**src/design/swsd_pkg.sv**
```systemverilog
package swsd_pkg;

    localparam int HISTORY_DEPTH_DEF = 64;
    localparam int CFG_W             = 20;
    localparam int CFG_IDX_W         = 2;
    localparam int MIN_STABLE_COUNT  = 10;

    localparam logic [CFG_IDX_W-1:0] REG_SIMULATED_MODE     = 2'd0;
    localparam logic [CFG_IDX_W-1:0] REG_STALE_MS           = 2'd1;
    localparam logic [CFG_IDX_W-1:0] REG_HISTORY_MS         = 2'd2;
    localparam logic [CFG_IDX_W-1:0] REG_STABILITY_LIMIT_NV = 2'd3;

    localparam logic [CFG_W-1:0] STALE_MS_RESET   = 20'd2000;
    localparam logic [CFG_W-1:0] HISTORY_MS_RESET = 20'd10000;
    localparam logic [CFG_W-1:0] LIMIT_NV_RESET   = 20'd10000;

    typedef struct packed {
        logic               action;
        logic [31:0]        sequence_req;
        logic [31:0]        sample_time_ms;
        logic [7:0]         gain;
        logic signed [31:0] voltage_nv;
        logic               voltage_valid;
        logic               simulated;
        logic               warmed;
        logic [7:0]         sensor_faults_in;
    } in_item_t;

    typedef struct packed {
        logic signed [31:0] mean_nv;
        logic [31:0]        peak_to_peak_nv;
        logic               stable;
        logic [7:0]         sensor_faults_out;
        logic               nonfinite_fault;
        logic               transport_fault;
        logic [6:0]         window_fill;
    } out_item_t;

    typedef struct packed {
        logic capture;
        logic eval;
        logic age_drop;
        logic full_drop;
        logic insert;
        logic scan;
        logic div_start;
        logic div_take;
        logic mul1;
        logic mul2;
        logic judge;
        logic load_out;
    } cmd_t;

    typedef struct packed {
        logic is_clear;
        logic is_dup;
        logic is_reject;
        logic fill_gt1;
        logic age_old;
        logic full;
        logic scan_done;
        logic div_done;
    } status_t;

endpackage

```
**src/design/swsd_ctrl.sv**
```systemverilog
module swsd_ctrl (
    input  logic              aclk,
    input  logic              aresetn,
    input  logic              s_valid,
    output logic              s_ready,
    output logic              m_valid,
    input  logic              m_ready,
    input  swsd_pkg::status_t sts,
    output swsd_pkg::cmd_t    cmd
);
    import swsd_pkg::*;

    typedef enum logic [3:0] {
        S_IDLE, S_EVAL, S_AGE_RD, S_AGE_CMP, S_FULL, S_INS, S_SCAN,
        S_DIV_GO, S_DIV_WAIT, S_MUL1, S_MUL2, S_JUDGE, S_OUT
    } state_t;

    state_t state_reg;
    logic   m_valid_reg;
    logic   out_free;

    assign out_free = !m_valid_reg || m_ready;
    assign s_ready  = (state_reg == S_IDLE);
    assign m_valid  = m_valid_reg;

    always_comb begin
        cmd           = '0;
        cmd.capture   = (state_reg == S_IDLE) && s_valid;
        cmd.eval      = (state_reg == S_EVAL);
        cmd.age_drop  = (state_reg == S_AGE_CMP) && sts.age_old;
        cmd.full_drop = (state_reg == S_FULL) && sts.full;
        cmd.insert    = (state_reg == S_INS);
        cmd.scan      = (state_reg == S_SCAN);
        cmd.div_start = (state_reg == S_DIV_GO);
        cmd.div_take  = (state_reg == S_DIV_WAIT) && sts.div_done;
        cmd.mul1      = (state_reg == S_MUL1);
        cmd.mul2      = (state_reg == S_MUL2);
        cmd.judge     = (state_reg == S_JUDGE);
        cmd.load_out  = (state_reg == S_OUT) && out_free;
    end

    always_ff @(posedge aclk) begin
        if (!aresetn) begin
            state_reg   <= S_IDLE;
            m_valid_reg <= 1'b0;
        end else begin
            if ((state_reg == S_OUT) && out_free) m_valid_reg <= 1'b1;
            else if (m_ready)                     m_valid_reg <= 1'b0;
            unique case (state_reg)
                S_IDLE:     if (s_valid) state_reg <= S_EVAL;
                S_EVAL: begin
                    priority if (sts.is_clear || sts.is_dup) state_reg <= S_IDLE;
                    else if (sts.is_reject)                  state_reg <= S_OUT;
                    else                                     state_reg <= S_AGE_RD;
                end
                S_AGE_RD:   state_reg <= sts.fill_gt1 ? S_AGE_CMP : S_FULL;
                S_AGE_CMP:  state_reg <= sts.age_old ? S_AGE_RD : S_FULL;
                S_FULL:     state_reg <= S_INS;
                S_INS:      state_reg <= S_SCAN;
                S_SCAN:     if (sts.scan_done) state_reg <= S_DIV_GO;
                S_DIV_GO:   state_reg <= S_DIV_WAIT;
                S_DIV_WAIT: if (sts.div_done) state_reg <= S_MUL1;
                S_MUL1:     state_reg <= S_MUL2;
                S_MUL2:     state_reg <= S_JUDGE;
                S_JUDGE:    state_reg <= S_OUT;
                S_OUT:      if (out_free) state_reg <= S_IDLE;
                default:    state_reg <= S_IDLE;
            endcase
        end
    end
endmodule

```
**config.mk**
```make
export PLATFORM = sky130hd
export DESIGN_NAME = swsd_ctrl
export DESIGN_NICKNAME = d
export VERILOG_FILES = /design/src/design/swsd_pkg.sv /design/src/design/swsd_ctrl.sv
export SDC_FILE = /design/constraint.sdc
export NUM_CORES = 1
export LEC_CHECK = 0
export BUFFER_PORTS_ARGS = -buffer_cell sky130_fd_sc_hd__buf_2
export CAP_MARGIN = 20
export CORE_AREA = 2 2 39 41
export DETAILED_ROUTE_END_ITERATION = 12
export DIE_AREA = 0 0 41 43
export GPL_TIMING_DRIVEN = 0
export PLACE_DENSITY = 0.64
export SLEW_MARGIN = 15
export SYNTH_ARGS = -nofsm -noshare
export SYNTH_HDL_FRONTEND = slang
export SYNTH_SLANG_ARGS = --single-unit
```
**constraint.sdc**
```tcl
create_clock -name aclk -period 1.7 [get_ports aclk]
set_clock_uncertainty 0.05 [all_clocks]
set_input_delay 0.255 -clock aclk [delete_from_list [all_inputs] [get_ports aclk]]
set_output_delay 0.255 -clock aclk [all_outputs]
set_load 0.01 [all_outputs]
```
==> reports/qor.csv <==
metric,value,unit
hold_viol,0,
async_flop_share,0,%
grt_pass1_vias,438,
finalPower,391,uW
layout_common_cells,"buf_2, nor2_1, buf_6, nand2b_1",
switching_share,29.3,%
p_comb_share,31.3,%
io_pins,26,
avgSynthCellArea,8.02,sq um
cts.clk_slew.worst_paths,0.04,ns
fmax,0.614,GHz
critPathKind,reg -> out,
stdcell_count,104,
gr-total-overflow,0,
dp_cells,100,
post-cts-setup-buffers,0,
area_growth,44.4,%
numPortBuffers,25,
finalSetupViolations,0,
crit_required,1.39,ns
endpoint_kind,primary output,
core_area,1380,sq um
status,"finished, final reports clean",
drtIter0Drc,5,
p_sw,114,uW
met1_usage,14.9,%
p_int,276,uW
initial_utilization,34.2,%
cp.arrival,1.32,ns
cts_num_sinks,5,
synth_flop_cell,dfxtp_1,
slew_headroom,80.8,%
max_cap_violations,0,
timing.final.crit_share,95.8,%
layout_commonest_cell,buf_2,
grt_use_met2,23.4,%
critPathLaunchType,flip-flop,
syn-cell-area,473,sq um
drive_gt1_share,47.7,%
syn_nets,71,
power_density,572,nW/um^2
grt_use_met3,1.57,%
reg2reg_slack,0.42,ns
die_y,43,um
layout_min_cycle_time,1.63,ns
die_w,41,um
ys_warn_count,0,
power_leakage,0.000298,uW
synth_cells,59,
hold_buffers,0,
cts_root_buf,clkbuf_4,
wl,1160,um
grt_pass1_wl,1690,um
post_drt_wl_per_cell,11.1,um
nets,101,
drcViolationCount,0,
finalSetupTns,0,ns
firstDrtPassIters,4,
fp.dieArea,1760,sq um
seq_power_share,34.1,%
holdWs,0.208,ns
cts_buffer_depth,2,
finalMaxSlewViolations,0,
antenna_left,0,
synth.distinct_cells,29,
hold_class,in -> reg,
cp_max_fo,10,
numCtsBuffers,3,
largest_reg_flops,4,
cts.htree.levels,1,
ys_seq_area_share,21.2,%
place_congestion,0.658,
busiest_layer,met2,
synth-edff-count,0,
worstMarginPinSlew,0.285,ns
synth_seq_cells,5,
vias,521,
rows,14,
cts_tree,built,
clk_latency,0.24,ns
vias_per_cell,5.01,
grt.total_usage,14.0,%
ir_worst_vdd,0.284,mV
antenna_cells,0,
final_util,49.4,%
antenna_found_initial,0,
p_clk_share,34.6,%
grt_max_degree,11,
routing by layer:
metal | vias up | share of wire [%] | routed length (um)
li1 | 272 | - | -
met1 | 230 | 43 | 493
met2 | 17 | 50 | 583
met3 | 2 | 6.3 | 73
met4 | 0 | 0.43 | 5
met5 | - | 0 | 0
final timing paths:
kind	startpoint	end	cells past startpoint
setup / recovery	state_reg[1]	cmd[11]	4
hold / removal	aresetn	state_reg[1]	2
setup reg to reg	state_reg[2]	state_reg[2]	4
hold reg to reg	state_reg[2]	state_reg[3]	3
metrics by stage:
stage          setup WS, ns  area, sq um
2_1_floorplan         0.172          473
3_3_place_gp          0.197          618
4_1_cts             0.00355          662
5_1_grt             -0.0194          683
3_5_place_dp          0.184          618
6_report             0.0722          683
Yosys cell counts, types with 2 or more instances:
cell type  instances  area, sq um
nand3b_1           2         15.0
a21oi_1            3         15.0
nand2_1            2         7.51
nor2_1            10         37.5
and2_1             3         18.8
nand2b_1           5         31.3
nor4b_1            4         35.0
nor4_1             2         12.5
nor2b_1            3         18.8
dfxtp_1            5          100
buf_2              2         10.0
final cells by class:
| cell class | instances | area, sq um |
|---|---|---|
| buffer | 4 | 45.0 |
| timing repair buffer | 25 | 125 |
| inverter | 1 | 3.75 |
| multi-input combinational | 49 | 360 |
| sequential | 5 | 103 |
| fill | 143 | 701 |
| tap | 16 | 20.0 |
| clock buffer | 4 | 26.3 |
cell families (layout without fill, tap and decap cells):
group                  Yosys count  count (layout)  share of synthesized area (%)
DFF                              5               5                           21.2
muxes                            1               1                           2.12
buffers and inverters            5              34                           6.88
AOI/OAI and AO/OA                9               9                           17.2
and+or+nand+nor                 39              39                           52.6
worst max-delay path: stages (launching register included):
cell and delay, ns:
dfxtp_1 0.34, buf_6 0.15, nor4_1 0.31, and2_1 0.16
buf_2 0.12
timing repair:
| action | 4_1_cts | 5_1_grt |
|---|---|---|
| pin swaps | 0 | 1 |
| hold endpoints to repair | 0 | 0 |
| endpoints found under the setup margin | 2 | 4 |
| resized for setup | 5 | 6 |
power groups by stage:
stage	logic, uW	registers (uW)	clock network, uW
3_3_place_gp	112	133	0
5_1_grt	136	134	149
3_5_place_dp	113	133	0
6_report	122	133	135
2_1_floorplan	75.6	131	0
4_1_cts	118	132	144
No activity file was read; power rests on OpenSTA's default activity.
